`config.mk`:
```
export PLATFORM = sky130hd
export DESIGN_NAME = checksummed_spi_register_frames
export DESIGN_NICKNAME = d
export VERILOG_FILES = /design/src/hdl/csrf_pkg.sv /design/src/hdl/checksummed_spi_register_frames.sv
export SDC_FILE = /design/constraint.sdc
export NUM_CORES = 1
export LEC_CHECK = 0
export CORE_ASPECT_RATIO = 2
export CORE_MARGIN = 2
export CORE_UTILIZATION = 49
export DETAILED_ROUTE_END_ITERATION = 12
export DONT_BUFFER_PORTS = 1
export PLACE_DENSITY = 0.66
export SLEW_MARGIN = 20
export SYNTH_ARGS = -nofsm -noshare
export SYNTH_HDL_FRONTEND = slang
export SYNTH_SLANG_ARGS = --single-unit
```
`constraint.sdc`:
```
create_clock -name aclk -period 3.2 [get_ports aclk]
set_input_delay 0.32 -clock aclk [delete_from_list [all_inputs] [get_ports aclk]]
set_output_delay 0.32 -clock aclk [all_outputs]
set_load 0.005 [all_outputs]
```
`src/hdl/csrf_pkg.sv`:
```
// constants, field types and frame byte helper for the checksummed register link
package csrf_pkg;

    // op codes of an input transfer
    typedef logic [1:0] op_t;
    localparam op_t OP_WRITE = 2'd0;
    localparam op_t OP_READ  = 2'd1;
    localparam op_t OP_RX    = 2'd2;

    // kind codes of a result transfer
    localparam logic KIND_TX     = 1'b0;
    localparam logic KIND_RESULT = 1'b1;

    // frame command codes
    localparam logic [7:0] CODE_WR_LO   = 8'h08;
    localparam logic [7:0] CODE_WR_HI   = 8'h0a;
    localparam logic [7:0] CODE_WR_ADDR = 8'h0c;
    localparam logic [7:0] CODE_RD_0    = 8'h10;
    localparam logic [7:0] CODE_RD_1    = 8'h12;
    localparam logic [7:0] CODE_RD_2    = 8'h14;
    localparam logic [7:0] CODE_MASK    = 8'h3f;
    localparam logic [7:0] CMD_FLAG     = 8'h80;

    // twelve bytes per command, three frames of four
    localparam int unsigned CMD_BYTES = 12;
    localparam logic [3:0]  LAST_IDX  = 4'(CMD_BYTES - 1);

    // payload widths
    localparam int unsigned S_TDATA_W = 56;
    localparam int unsigned M_TDATA_W = 48;

    // byte at a given position of a frame: command, high, low, checksum
    function automatic logic [7:0] frame_byte(input logic [7:0] code,
                                              input logic [15:0] val,
                                              input logic [1:0] pos);
        logic [7:0] cb;
        logic [7:0] ck;
        logic [7:0] res;
        cb = (code & CODE_MASK) | CMD_FLAG;
        ck = ~(cb + val[15:8] + val[7:0]);
        case (pos)
            2'd0:    res = cb;
            2'd1:    res = val[15:8];
            2'd2:    res = val[7:0];
            default: res = ck;
        endcase
        return res;
    endfunction

endpackage

```
`src/hdl/checksummed_spi_register_frames.sv`:
```
// host side of the checksummed register link: frame emitter and reply assembler
//
// channel  | dir | tdata (low bit up)                        | tuser    | tlast
// s_       | in  | reg_addr[15:0] wr_data[47:16] rx_byte[55:48] | op[1:0] | -
// m_       | out | tx_byte[7:0] read_value[39:8] check_fail[40] | kind[0] | last_byte
//
// a write or read command gives twelve link bytes, one per cycle from the output register
// while the output is not stalled; the byte counter of the emitter steps through them
// each returned byte is taken on its input transfer and the read result leaves in the
// cycle after the twelfth returned byte is taken
// synchronous active-low reset clears the emitter, reply tracking and output valid
// a stalled output holds its transfer; the input takes a new item while the last byte of
// a command is being loaded
module checksummed_spi_register_frames (
    input  logic                              aclk,
    input  logic                              aresetn,
    input  logic                              s_tvalid,
    output logic                              s_tready,
    // reg_addr[15:0], wr_data[47:16], rx_byte[55:48]
    input  logic [csrf_pkg::S_TDATA_W-1:0]    s_tdata,
    // op[1:0]
    input  logic [1:0]                        s_tuser,
    output logic                              m_tvalid,
    input  logic                              m_tready,
    // tx_byte[7:0], read_value[39:8], check_fail[40], zero fill above
    output logic [csrf_pkg::M_TDATA_W-1:0]    m_tdata,
    // kind[0]
    output logic                              m_tuser,
    output logic                              m_tlast
);

    // input field split
    logic [1:0]  in_op;
    logic [15:0] in_addr;
    logic [31:0] in_data;
    logic [7:0]  in_rx;
    assign in_op   = s_tuser;
    assign in_addr = s_tdata[15:0];
    assign in_data = s_tdata[47:16];
    assign in_rx   = s_tdata[55:48];

    // command register and emitter
    logic        busy_reg, busy_next;
    logic [3:0]  cnt_reg, cnt_next;
    logic        cmd_read_reg;
    logic [15:0] addr_reg;
    logic [31:0] data_reg;

    // reply tracking
    logic        awaiting_reg, awaiting_next;
    logic [3:0]  reply_cnt_reg, reply_cnt_next;
    logic [7:0]  status_reg, status_next;
    logic [15:0] word_reg, word_next;
    logic [15:0] low_reg, low_next;
    logic        fail_reg, fail_next;

    // output register
    logic        m_valid_reg, m_valid_next;
    logic        kind_reg, kind_next;
    logic [7:0]  tx_reg, tx_next;
    logic        last_reg, last_next;
    logic [31:0] rv_reg, rv_next;
    logic        cf_reg, cf_next;

    logic        out_free;
    logic        emit;
    logic        in_xfer;
    logic        is_cmd;
    logic        result_fire;
    logic [7:0]  cur_code;
    logic [15:0] cur_val;
    logic [7:0]  cur_byte;
    logic [7:0]  rx_sum;
    logic        rx_bad;

    // handshake
    assign out_free = !m_valid_reg || m_tready;
    assign emit     = busy_reg && out_free;
    assign s_tready = out_free && (!busy_reg || (cnt_reg == csrf_pkg::LAST_IDX));
    assign in_xfer  = s_tvalid && s_tready;
    assign is_cmd   = (in_op == csrf_pkg::OP_WRITE) || (in_op == csrf_pkg::OP_READ);

    // byte under the emitter counter
    always_comb begin
        case ({cmd_read_reg, cnt_reg[3:2]})
            3'b000:  begin cur_code = csrf_pkg::CODE_WR_LO;   cur_val = data_reg[15:0];  end
            3'b001:  begin cur_code = csrf_pkg::CODE_WR_HI;   cur_val = data_reg[31:16]; end
            3'b010:  begin cur_code = csrf_pkg::CODE_WR_ADDR; cur_val = addr_reg;        end
            3'b100:  begin cur_code = csrf_pkg::CODE_RD_0;    cur_val = addr_reg;        end
            3'b101:  begin cur_code = csrf_pkg::CODE_RD_1;    cur_val = addr_reg;        end
            default: begin cur_code = csrf_pkg::CODE_RD_2;    cur_val = addr_reg;        end
        endcase
        cur_byte = csrf_pkg::frame_byte(cur_code, cur_val, cnt_reg[1:0]);
    end

    // checksum of the frame being received
    assign rx_sum = status_reg + word_reg[7:0] + word_reg[15:8];
    assign rx_bad = (rx_sum != ~in_rx);

    // emitter control
    always_comb begin
        busy_next = busy_reg;
        cnt_next  = cnt_reg;
        if (in_xfer && is_cmd) begin
            busy_next = 1'b1;
            cnt_next  = '0;
        end else if (emit) begin
            if (cnt_reg == csrf_pkg::LAST_IDX) begin
                busy_next = 1'b0;
                cnt_next  = '0;
            end else begin
                cnt_next = cnt_reg + 4'd1;
            end
        end
    end

    // reply tracking
    always_comb begin
        awaiting_next  = awaiting_reg;
        reply_cnt_next = reply_cnt_reg;
        status_next    = status_reg;
        word_next      = word_reg;
        low_next       = low_reg;
        fail_next      = fail_reg;
        result_fire    = 1'b0;
        if (in_xfer) begin
            case (in_op)
                csrf_pkg::OP_WRITE: begin
                    awaiting_next  = 1'b0;
                    reply_cnt_next = '0;
                end
                csrf_pkg::OP_READ: begin
                    awaiting_next  = 1'b1;
                    reply_cnt_next = '0;
                    fail_next      = 1'b0;
                end
                csrf_pkg::OP_RX: begin
                    if (awaiting_reg) begin
                        reply_cnt_next = reply_cnt_reg + 4'd1;
                        case (reply_cnt_reg[1:0])
                            2'd0:    status_next = in_rx;
                            2'd1:    word_next   = {in_rx, 8'h00};
                            2'd2:    word_next   = {word_reg[15:8], in_rx};
                            default: begin
                                if (reply_cnt_reg[3:2] == 2'd1) begin
                                    low_next  = word_reg;
                                    fail_next = fail_reg | rx_bad;
                                end else if (reply_cnt_reg[3] == 1'b1) begin
                                    result_fire    = 1'b1;
                                    awaiting_next  = 1'b0;
                                    reply_cnt_next = '0;
                                end
                            end
                        endcase
                    end
                end
                default: begin
                end
            endcase
        end
    end

    // output register load: emitter byte or read result
    always_comb begin
        m_valid_next = m_valid_reg;
        kind_next    = kind_reg;
        tx_next      = tx_reg;
        last_next    = last_reg;
        rv_next      = rv_reg;
        cf_next      = cf_reg;
        if (out_free) begin
            m_valid_next = emit || result_fire;
            if (emit) begin
                kind_next = csrf_pkg::KIND_TX;
                tx_next   = cur_byte;
                last_next = (cnt_reg == csrf_pkg::LAST_IDX);
                rv_next   = '0;
                cf_next   = 1'b0;
            end else begin
                kind_next = csrf_pkg::KIND_RESULT;
                tx_next   = '0;
                last_next = 1'b0;
                rv_next   = {word_reg, low_reg};
                cf_next   = fail_reg | rx_bad;
            end
        end
    end

    // control registers
    always_ff @(posedge aclk) begin
        if (!aresetn) begin
            busy_reg      <= 1'b0;
            cnt_reg       <= '0;
            awaiting_reg  <= 1'b0;
            reply_cnt_reg <= '0;
            status_reg    <= '0;
            word_reg      <= '0;
            low_reg       <= '0;
            fail_reg      <= 1'b0;
            m_valid_reg   <= 1'b0;
        end else begin
            busy_reg      <= busy_next;
            cnt_reg       <= cnt_next;
            awaiting_reg  <= awaiting_next;
            reply_cnt_reg <= reply_cnt_next;
            status_reg    <= status_next;
            word_reg      <= word_next;
            low_reg       <= low_next;
            fail_reg      <= fail_next;
            m_valid_reg   <= m_valid_next;
        end
    end

    // payload registers
    always_ff @(posedge aclk) begin
        if (in_xfer && is_cmd) begin
            cmd_read_reg <= (in_op == csrf_pkg::OP_READ);
            addr_reg     <= in_addr;
            data_reg     <= in_data;
        end
        kind_reg <= kind_next;
        tx_reg   <= tx_next;
        last_reg <= last_next;
        rv_reg   <= rv_next;
        cf_reg   <= cf_next;
    end

    // ports
    assign m_tvalid = m_valid_reg;
    assign m_tuser  = kind_reg;
    assign m_tlast  = last_reg;
    assign m_tdata  = {7'd0, cf_reg, rv_reg, tx_reg};

    // emitter counter stays within one command
    a_cnt_range: assert property (@(posedge aclk) disable iff (!aresetn)
        busy_reg |-> (cnt_reg <= csrf_pkg::LAST_IDX))
        else $error("emitter counter past last byte");

    // reply counter never passes the twelfth returned byte
    a_reply_range: assert property (@(posedge aclk) disable iff (!aresetn)
        reply_cnt_reg <= csrf_pkg::LAST_IDX)
        else $error("reply counter out of range");

    // a read result never competes with the emitter for the output register
    a_no_clash: assert property (@(posedge aclk) disable iff (!aresetn)
        result_fire |-> !busy_reg)
        else $error("read result while emitter busy");

    // an accepted command starts the emitter at its first byte
    a_cmd_start: assert property (@(posedge aclk) disable iff (!aresetn)
        (in_xfer && is_cmd) |=> (busy_reg && (cnt_reg == 4'd0)))
        else $error("command did not start emitter");

endmodule
```
==> results of run 1 <==
==> cells by family (layout without fill, tap and decap cells) <==
family / Yosys count / after routing
compound gates: 99 / 99
fa+ha+maj: 41 / 41
xor+xnor: 19 / 19
other cells: 1 / 8
buf+inv: 66 / 138
simple gates: 165 / 165
flops: 144 / 144
mux: 35 / 35
==> through the flow <==
stage / util (%) / hold slack, ps / TNS (ps) / setup WS [ps] / cells
after global placement: 52.0 / 419 / -34.1 / -18.4 / 755
after global routing: 60.4 / 7.44 / -36.3 / -36.3 / 837
after detailed placement: 52.0 / 419 / -166 / -147 / 755
final: 60.4 / 24.2 / 0 / 87.0 / 838
after floorplan: - / 419 / 0 / 12.1 / 576
after CTS: 60.1 / 10.5 / 0 / 14.2 / 837
==> layer usage <==
layer / wire length, um / up-vias / global-route usage (%) / part of all wire [%]
li1: - / 2140 / - / -
met1: 5460 / 2173 / 20.1 / 34
met2: 9350 / 134 / 41.7 / 58
met3: 550 / 38 / 5.37 / 3.4
met4: 691 / 0 / 13.1 / 4.3
met5: 0 / - / 0 / 0
==> Yosys cell counts, types with 2 or more instances <==
cell type  number  share of area, %
o221a_2         3              0.49
a2111oi_4       2              0.80
a211oi_1        4              0.44
ha_1           28               5.1
and2_1         35               3.2
a21oi_1        21               1.5
nand2_1        43               2.4
o31a_1          2              0.26
and3_1          3              0.27
o21ai_0        17               1.2
a221oi_1        5              0.64
buf_2           5              0.36
clkbuf_1       15              0.82
xor2_1          4              0.51
edfxtp_1       92                40
nor2_1         19               1.0
xnor2_1        14               1.8
buf_1           2              0.11
o21a_1          2              0.22
nand2b_1        3              0.27
nor4_1          2              0.18
fa_1           13               3.8
or2_2           2              0.18
dfxtp_1        52                15
inv_1          33               1.8
a31oi_1         3              0.27
mux2_2          2              0.33
a21o_1          4              0.44
a21boi_0       27               3.0
buf_4           9              0.98
o21ai_1         2              0.15
nor2b_1        21               1.9
nand3_1        18               1.3
mux2i_1        33               4.8
nand4b_1        9               1.1
nor3_1          4              0.29
==> area by class of cell <==
cell class	count	area, um2
Antenna cell	1	2.50
Clock buffer	21	504
Clock inverter	11	111
Fill cell	1066	5470
Inverter	33	124
Multi-Input combinational cell	366	2840
Sequential cell	144	3810
Tap cell	189	236
Timing Repair Buffer	73	721
==> repair_timing <==
action / in CTS / in global routing
endpoints found under the setup margin: 2 / 3
cloned: 0 / 0
hold buffers: 49 / 0
setup buffers: 1 / 0
hold endpoints to repair: 49 / 0
pin swaps: 1 / 10
gates resized for setup: 3 / 15
==> power by group <==
| group | internal [mW] | switching [mW] | leakage, nW |
|---|---|---|---|
| Combinational | 0.161 | 0.183 | 1.43 |
| Sequential | 2.04 | 0.0299 | 1.39 |
| Clock | 1.22 | 0.797 | 0.305 |
| Total | 3.42 | 1.01 | 3.12 |
==> path summary, 6_finish.rpt <==
path / start / endpoint / slack (ps)
min: aresetn / m_tvalid / 20
max: cmd_read_reg / tx_reg[7] / 90
min reg2reg: status_reg[1] / status_reg[1] / 490
max reg2reg: cmd_read_reg / tx_reg[7] / 90
==> flow_metrics.tcl, run 1 <==
set metrics [dict create \
    status "finished, final reports clean" \
    worstPathArrival_ps 3290 \
    cts_buffers 17 \
    slowest_stage "fa_1" \
    setup_viol 0 \
    synth_top_family_by_area "simple AND/OR/NAND/NOR gates" \
    die_width_um 87.7 \
    grt_antenna_before_repair 0 \
    power.density_nw_per_um2 531 \
    hold_class "in2reg" \
    drive_gt1_share_pct 13.1 \
    cts_root_buffer "clkbuf_16" \
    grt_pass1_wl_um 24100 \
    grt_pass1_vias 4760 \
    r2r_cells 12 \
    synthAdderAreaFrac_pct 8.89 \
    min_period_ps 3110 \
    via_count 4485 \
    synth_warnings 0 \
    synth-simple-area-share_pct 13.0 \
    cp_max_fo 15 \
    final_area_um2 8350 \
    hold_path_depth 1 \
    synth_compound_area_share_pct 10.4 \
    cts_tree "done" \
    crit_chain "or2_4 -> buf_12 -> nor2_1 -> a21oi_2 -> fa_1 -> inv_1 -> ha_1 -> nor2b_2 -> o31a_1 -> o21ai_2 -> nand4_1 -> and3b_1" \
    final_common_cell "edfxtp_1" \
    critPathMaxStageDelay_ps 500 \
    synth.distinct_cells 53 \
    final_cell_mix "92 x edfxtp_1, 50 x dfxtp_1, 49 x dlygate4sd3_1, 43 x nand2_1, 35 x and2_1" \
    hold_violations 0 \
    max_cap_violations 0 \
    syn_area_um2 6870 \
    synthXorXnorAreaFrac_pct 2.62 \
    criticalPathCategory "reg2reg" \
    nets 738 \
    die_area_um2 15000 \
    dr.pass1.iters 4 \
    required_ps 3380 \
    clk_latency_ps 430 \
    core_um2 13800 \
    grt_max_degree 50 \
    ys_seq_area_share_pct 55.4 \
    gp_congestion 0.890 \
    postSynthAreaPerCell_um2 12.0 \
    tightest_slew_ps 608 \
    ys.flop_type "edfxtp_1" \
    route.detailed.wl_per_inst_um 19.2 \
    cts_buffer_depth 2 \
    crit_cells 12 \
    endpoint_kind "flop" \
    placementRows 61 \
    leakage_nw 3.12 \
    crit_family "simple AND/OR/NAND/NOR gates" \
    slew_violations 0 \
    synthMuxAreaShare_pct 5.14 \
    async_flop_share_pct 0 \
    p_total_mw 4.43 \
    synth_edf_count 92 \
    routed_via_density 5.35 \
    critPathBufInv 2 \
    worst_slew_margin_rel_pct 59.5 \
    final.setup_skew_ps 9.22 \
    port_buffers 0 \
    vdd_drop_max_v 0.000300 \
    wl_um 16100 \
    start_util_pct 49.7 \
    path_clk_slew_ps 60 \
    antenna_left 0 \
    overflow 0 \
    track_usage_pct 22.0 \
    htreeDepth 4 \
    syn_inst 570 \
    drc 0 \
    max_freq_ghz 0.321 \
    pin_count 114 \
    hpwl_um 11600 \
    post-route-period-util_pct 97.3 \
    startpoint_type "flop" \
    rsz0062_at_grt "true" \
    dpl_cell_area_um2 7190 \
    drt_iter0_markers 172 \
    cts.sinks 144 \
    die_h_um 171 \
    area_growth_pct 21.6 \
    synth-seq-cells 144 \
]
(Power assumes the default switching activity.)
==> run 2, diff against run 1 <==
--- a/config.mk
+++ b/config.mk
@@ -8,6 +8,7 @@
 export CORE_ASPECT_RATIO = 2
 export CORE_MARGIN = 2
 export CORE_UTILIZATION = 49
+export CTS_BUF_LIST = sky130_fd_sc_hd__clkbuf_8
 export DETAILED_ROUTE_END_ITERATION = 12
 export DONT_BUFFER_PORTS = 1
 export PLACE_DENSITY = 0.66
==> run 2 against run 1 <==
  * Sequential share of layout area grew 0.44 points
  * Clock power is 21% lower
  * Clock-buffer cell count shrank 4
  * Combinational power up 5%
  * Final area down 0.96%
  * Critical path depth is the same
==> flow_metrics.tcl, run 2 (synthesis results as in run 1) <==
set metrics [dict create \
    status "finished, final reports clean" \
    placed_cells_incl_taps 755 \
    wl_um 15900 \
    hold_class "in2reg" \
    final_cell_mix "92 x edfxtp_1, 57 x dlygate4sd3_1, 50 x dfxtp_1, 43 x nand2_1, 35 x and2_1" \
    p_total_mw 4.01 \
    setup_viol 0 \
    vdd_drop_max_v 0.000276 \
    path_clk_slew_ps 90 \
    pin_count 114 \
    routed_via_density 5.34 \
    rsz0062_at_grt "true" \
    power.density_nw_per_um2 485 \
    dr.pass1.iters 4 \
    final.setup_skew_ps 18.7 \
    slowest_stage "fa_1" \
    final_common_cell "edfxtp_1" \
    grt_max_degree 50 \
    nets 747 \
    antenna_left 0 \
    place_worst_setup_slack_ps -147 \
    cts_buffers 17 \
    hpwl_um 11600 \
    core_um2 13800 \
    drc 0 \
    cts_buffer_depth 2 \
    grt_pass1_vias 4808 \
    max_freq_ghz 0.323 \
    endpoint_kind "flop" \
    overflow 0 \
    criticalPathCategory "reg2reg" \
    nFillCells 1096 \
    ff_latch_area_um2 3810 \
    tightest_slew_ps 608 \
    worstPathArrival_ps 3300 \
    start_util_pct 49.7 \
    die_h_um 171 \
    cts.sinks 144 \
    required_ps 3400 \
    worst_slew_margin_rel_pct 59.5 \
    crit_chain "or2_4 -> buf_12 -> nor2_1 -> a21oi_1 -> fa_1 -> inv_1 -> ha_1 -> nor2b_2 -> o31a_1 -> o21ai_2 -> nand4_1 -> and3b_1" \
    multi_input_area_um2 2840 \
    htreeDepth 4 \
    gp_congestion 0.890 \
    die_area_um2 15000 \
    post-route-period-util_pct 96.7 \
    cts_root_buffer "clkbuf_8" \
    area_growth_pct 20.4 \
    die_width_um 87.7 \
    dpl_cell_area_um2 7190 \
    via_count 4526 \
    placementRows 61 \
    max_cap_violations 0 \
    layout_setup_ws_ps 105 \
    critPathMaxStageDelay_ps 510 \
    slew_violations 0 \
    track_usage_pct 21.8 \
    cts_tree "done" \
    clk_latency_ps 450 \
    cp_max_fo 15 \
    drt_iter0_markers 183 \
    grt_pass1_wl_um 23900 \
    hold_violations 0 \
    route.detailed.wl_per_inst_um 18.7 \
    final_area_um2 8270 \
    grt_antenna_before_repair 0 \
    stdcell_count 847 \
    port_buffers 0 \
    drive_gt1_share_pct 12.9 \
    leakage_nw 3.09 \
    startpoint_type "flop" \
    whs_ps 37.5 \
    min_period_ps 3100 \
]
## run 2: what timing repair did
item,in CTS,in global routing
buffers inserted,1,0
hold buffers,58,0
endpoints found under the hold margin,93,0
pin swaps,1,8
cloned,0,0
setup endpoints to repair,2,3
gates resized for setup,3,14
## run 2: worst paths after layout
kind	start	end	slack [ps]	depth (start not counted)
worst min-delay path	s_tdata[54]	word_reg[6]	40	2
worst min register to register	status_reg[1]	status_reg[1]	490	2
worst max register to register	cmd_read_reg	tx_reg[7]	100	12
worst max-delay path	cmd_read_reg	tx_reg[7]	100	12
## run 2: power breakdown
group / switching [mW] / total [mW] / internal (mW)
sequential: 0.0295 / 2.06 / 2.03
combinational: 0.192 / 0.362 / 0.170
clock: 0.726 / 1.59 / 0.862
## run 2: through the flow
step	TNS [ps]	utilization [%]
final	0	59.8
after global routing	-32.3	59.8
after CTS	0	59.6
after detailed placement	-166	52.0
after global placement	-34.1	52.0
after floorplan	0	-
## run 2: critical path, delay by kind of cell (launching register included)
family | cells | cell delay [ps]
compound gates | 3 | 550
fa+ha+maj | 2 | 800
buf+inv | 2 | 200
flops | 1 | 410
simple gates | 5 | 880
## run 2: per-layer routing
layer | up-vias | GRT usage, % | part of all wire (%)
met5 | - | 0 | 0
met4 | 0 | 14.8 | 5.1
met3 | 46 | 4.75 | 3.5
met2 | 131 | 40.9 | 58
met1 | 2186 | 20.0 | 34
li1 | 2163 | - | -
## run 2: area by class of cell
type,instances,share of cell area (%)
sequential,144,46.0
multi-input combinational,366,34.3
timing repair buffer,82,9.93
tap,189,2.86
clock buffer,17,2.83
clock inverter,15,2.48
inverter,33,1.50
antenna,1,0.0303
==> run 3, diff against run 2 <==
--- a/config.mk
+++ b/config.mk
@@ -6,7 +6,7 @@
 export NUM_CORES = 1
 export LEC_CHECK = 0
 export CORE_ASPECT_RATIO = 2
-export CORE_MARGIN = 2
+export CORE_MARGIN = 3
 export CORE_UTILIZATION = 49
 export CTS_BUF_LIST = sky130_fd_sc_hd__clkbuf_8
 export DETAILED_ROUTE_END_ITERATION = 12
==> run 3 against run 2 <==
  * Combinational power decreased by 5%
  * Worst hold slack got worse by 16 ps
  * Clock skew decreased by 2.5 ps
  * Largest power group unchanged
==> flow_metrics.tcl, run 3 (synthesis results as in run 1) <==
set metrics [dict create \
    status "finished, final reports clean" \
    nets 739 \
    r2r_slack_ps 60 \
    drt_iter0_markers 234 \
    worstPathArrival_ps 3340 \
    grt_antenna_before_repair 0 \
    overflow 0 \
    required_ps 3400 \
    reg2reg_from "cmd_read_reg" \
    place_worst_setup_slack_ps -105 \
    antenna_left 0 \
    layout_setup_ws_ps 58.0 \
    endpoint_kind "flop" \
    die_area_um2 15600 \
    placementRows 60 \
    setup_viol 0 \
    p_int_mw 2.84 \
    routed_via_density 5.44 \
    cts.sinks 144 \
    sw_frac_of_total_pct 24.6 \
    tightest_slew_ps 793 \
    slew_violations 0 \
    leakage_nw 3.01 \
    die_h_um 173 \
    grt_pass1_vias 4823 \
    r2r-end "tx_reg[7]" \
    route.detailed.wl_per_inst_um 19.0 \
    max_freq_ghz 0.318 \
    gp_congestion 0.909 \
    hold_class "in2reg" \
    rsz0062_at_grt "true" \
    p_total_mw 3.77 \
    use_met2_pct 39.4 \
    grt_max_degree 50 \
    hold_violations 0 \
    port_buffers 0 \
    die_width_um 89.7 \
    max_cap_violations 0 \
    seqPwrFrac_pct 54.8 \
    r2r_cells 13 \
    dr.pass1.iters 4 \
    clk_latency_ps 450 \
    final.setup_skew_ps 16.1 \
    comb_power_share_pct 9.1 \
    via_count 4541 \
    start_util_pct 50.5 \
    post-route-period-util_pct 98.2 \
    final_cell_mix "92 x edfxtp_1, 53 x dlygate4sd3_1, 50 x dfxtp_1, 43 x nand2_1, 35 x and2_1" \
    cts_buffers 17 \
    cts_root_buffer "clkbuf_8" \
    use_met1_pct 19.6 \
    min_period_ps 3140 \
    criticalPathCategory "reg2reg" \
    core_um2 13600 \
    switching_power_mw 0.927 \
    setup_tns_ps 0 \
    power.density_nw_per_um2 465 \
    cts_tree "done" \
    cts_buffer_depth 2 \
    area_growth_pct 18.0 \
    track_usage_pct 20.8 \
    whs_ps 21.6 \
    wl_um 15800 \
    hpwl_um 11400 \
    fin_util_pct 59.6 \
    drive_gt1_share_pct 12.0 \
    path_clk_slew_ps 80 \
    n_antenna_cell 0 \
    final_common_cell "edfxtp_1" \
    min_from "aresetn" \
    use_met3_pct 5.56 \
    clock_power_share_pct 36.1 \
    pin_count 114 \
    hold_path_depth 1 \
    cp_max_fo 8 \
    grt-busiest-layer "met2" \
    drc 0 \
    startpoint_type "flop" \
    hold_end "low_reg[13]" \
    worst_slew_margin_rel_pct 47.1 \
    vdd_drop_max_v 0.000198 \
    grt_pass1_wl_um 24900 \
    htreeDepth 4 \
]
==> run 3: changes by cell type in the layout (fill, tap and decap cells not counted), sizes merged <==
cell         previous run  this run
bufinv                  4         1
inv                    39        40
diode                   1         0
clkbuf                 17        19
clkinv                  5         4
clkinvlp                0         2
dlygate4sd3            57        53
buf                    25        20
==> run 3: critical path, cell delays in order (launching register included) <==
cell      delay (ps)
edfxtp_1         400
or2_4            330
buf_12           160
a21oi_4          160
fa_1             400
inv_1             70
ha_2             190
inv_2             40
fa_2             340
nor2b_2          140
o31a_1           190
o21ai_2           80
a211oi_2         200
and3b_1          190
==> run 3: how the worst max path moves through the flow <==
| stage | startpoint | end | slack [ps] |
|---|---|---|---|
| after global placement | cmd_read_reg | tx_reg[7] | -40 |
| after global routing | cmd_read_reg | tx_reg[7] | -110 |
| after floorplan | cnt_reg[2] | tx_reg[7] | 10 |
| final | cmd_read_reg | tx_reg[7] | 60 |
| after detailed placement | cmd_read_reg | tx_reg[7] | -100 |
| after CTS | cmd_read_reg | tx_reg[7] | 1 |
==> run 3: stage by stage <==
stage | cells | area, um2
3_3_place_gp | 747 | 7120
2_1_floorplan | 576 | 6920
6_report | 835 | 8100
5_1_grt | 835 | 8100
3_5_place_dp | 747 | 7120
4_1_cts | 833 | 8040
==> run 3: per-layer routing <==
metal	up-vias	wire, um
li1	2139	-
met1	2194	5300
met2	156	9000
met3	52	734
met4	0	794
met5	-	0
==> run 3: final cells by class <==
cell class | count | area (um2)
fillers | 1059 | 5490
inverters | 33 | 124
repair buffers | 74 | 732
clock inverters | 14 | 129
multi-input cells | 366 | 2830
clock buffers | 18 | 248
flip-flops and latches | 144 | 3810
well taps | 186 | 233
==> run 3: power groups by stage <==
| stage | Clock [mW] | Combinational [mW] | Sequential (mW) |
|---|---|---|---|
| finish | 1.36 | 0.344 | 2.07 |
| global route | 1.47 | 0.378 | 2.07 |
| CTS | 1.40 | 0.331 | 2.07 |
| global placement | 0 | 0.260 | 2.11 |
| floorplan | 0 | 0.200 | 2.10 |
| detailed placement | 0 | 0.267 | 2.11 |
==> run 3: what timing repair did <==
| item | 4_1_cts | 5_1_grt |
|---|---|---|
| hold buffers | 53 | 1 |
| pin swaps | 2 | 8 |
| endpoints found under the hold margin | 80 | 1 |
| gates resized for setup | 3 | 12 |
| endpoints found under the setup margin | 3 | 3 |
| cloned | 0 | 1 |
| setup buffers | 1 | 1 |
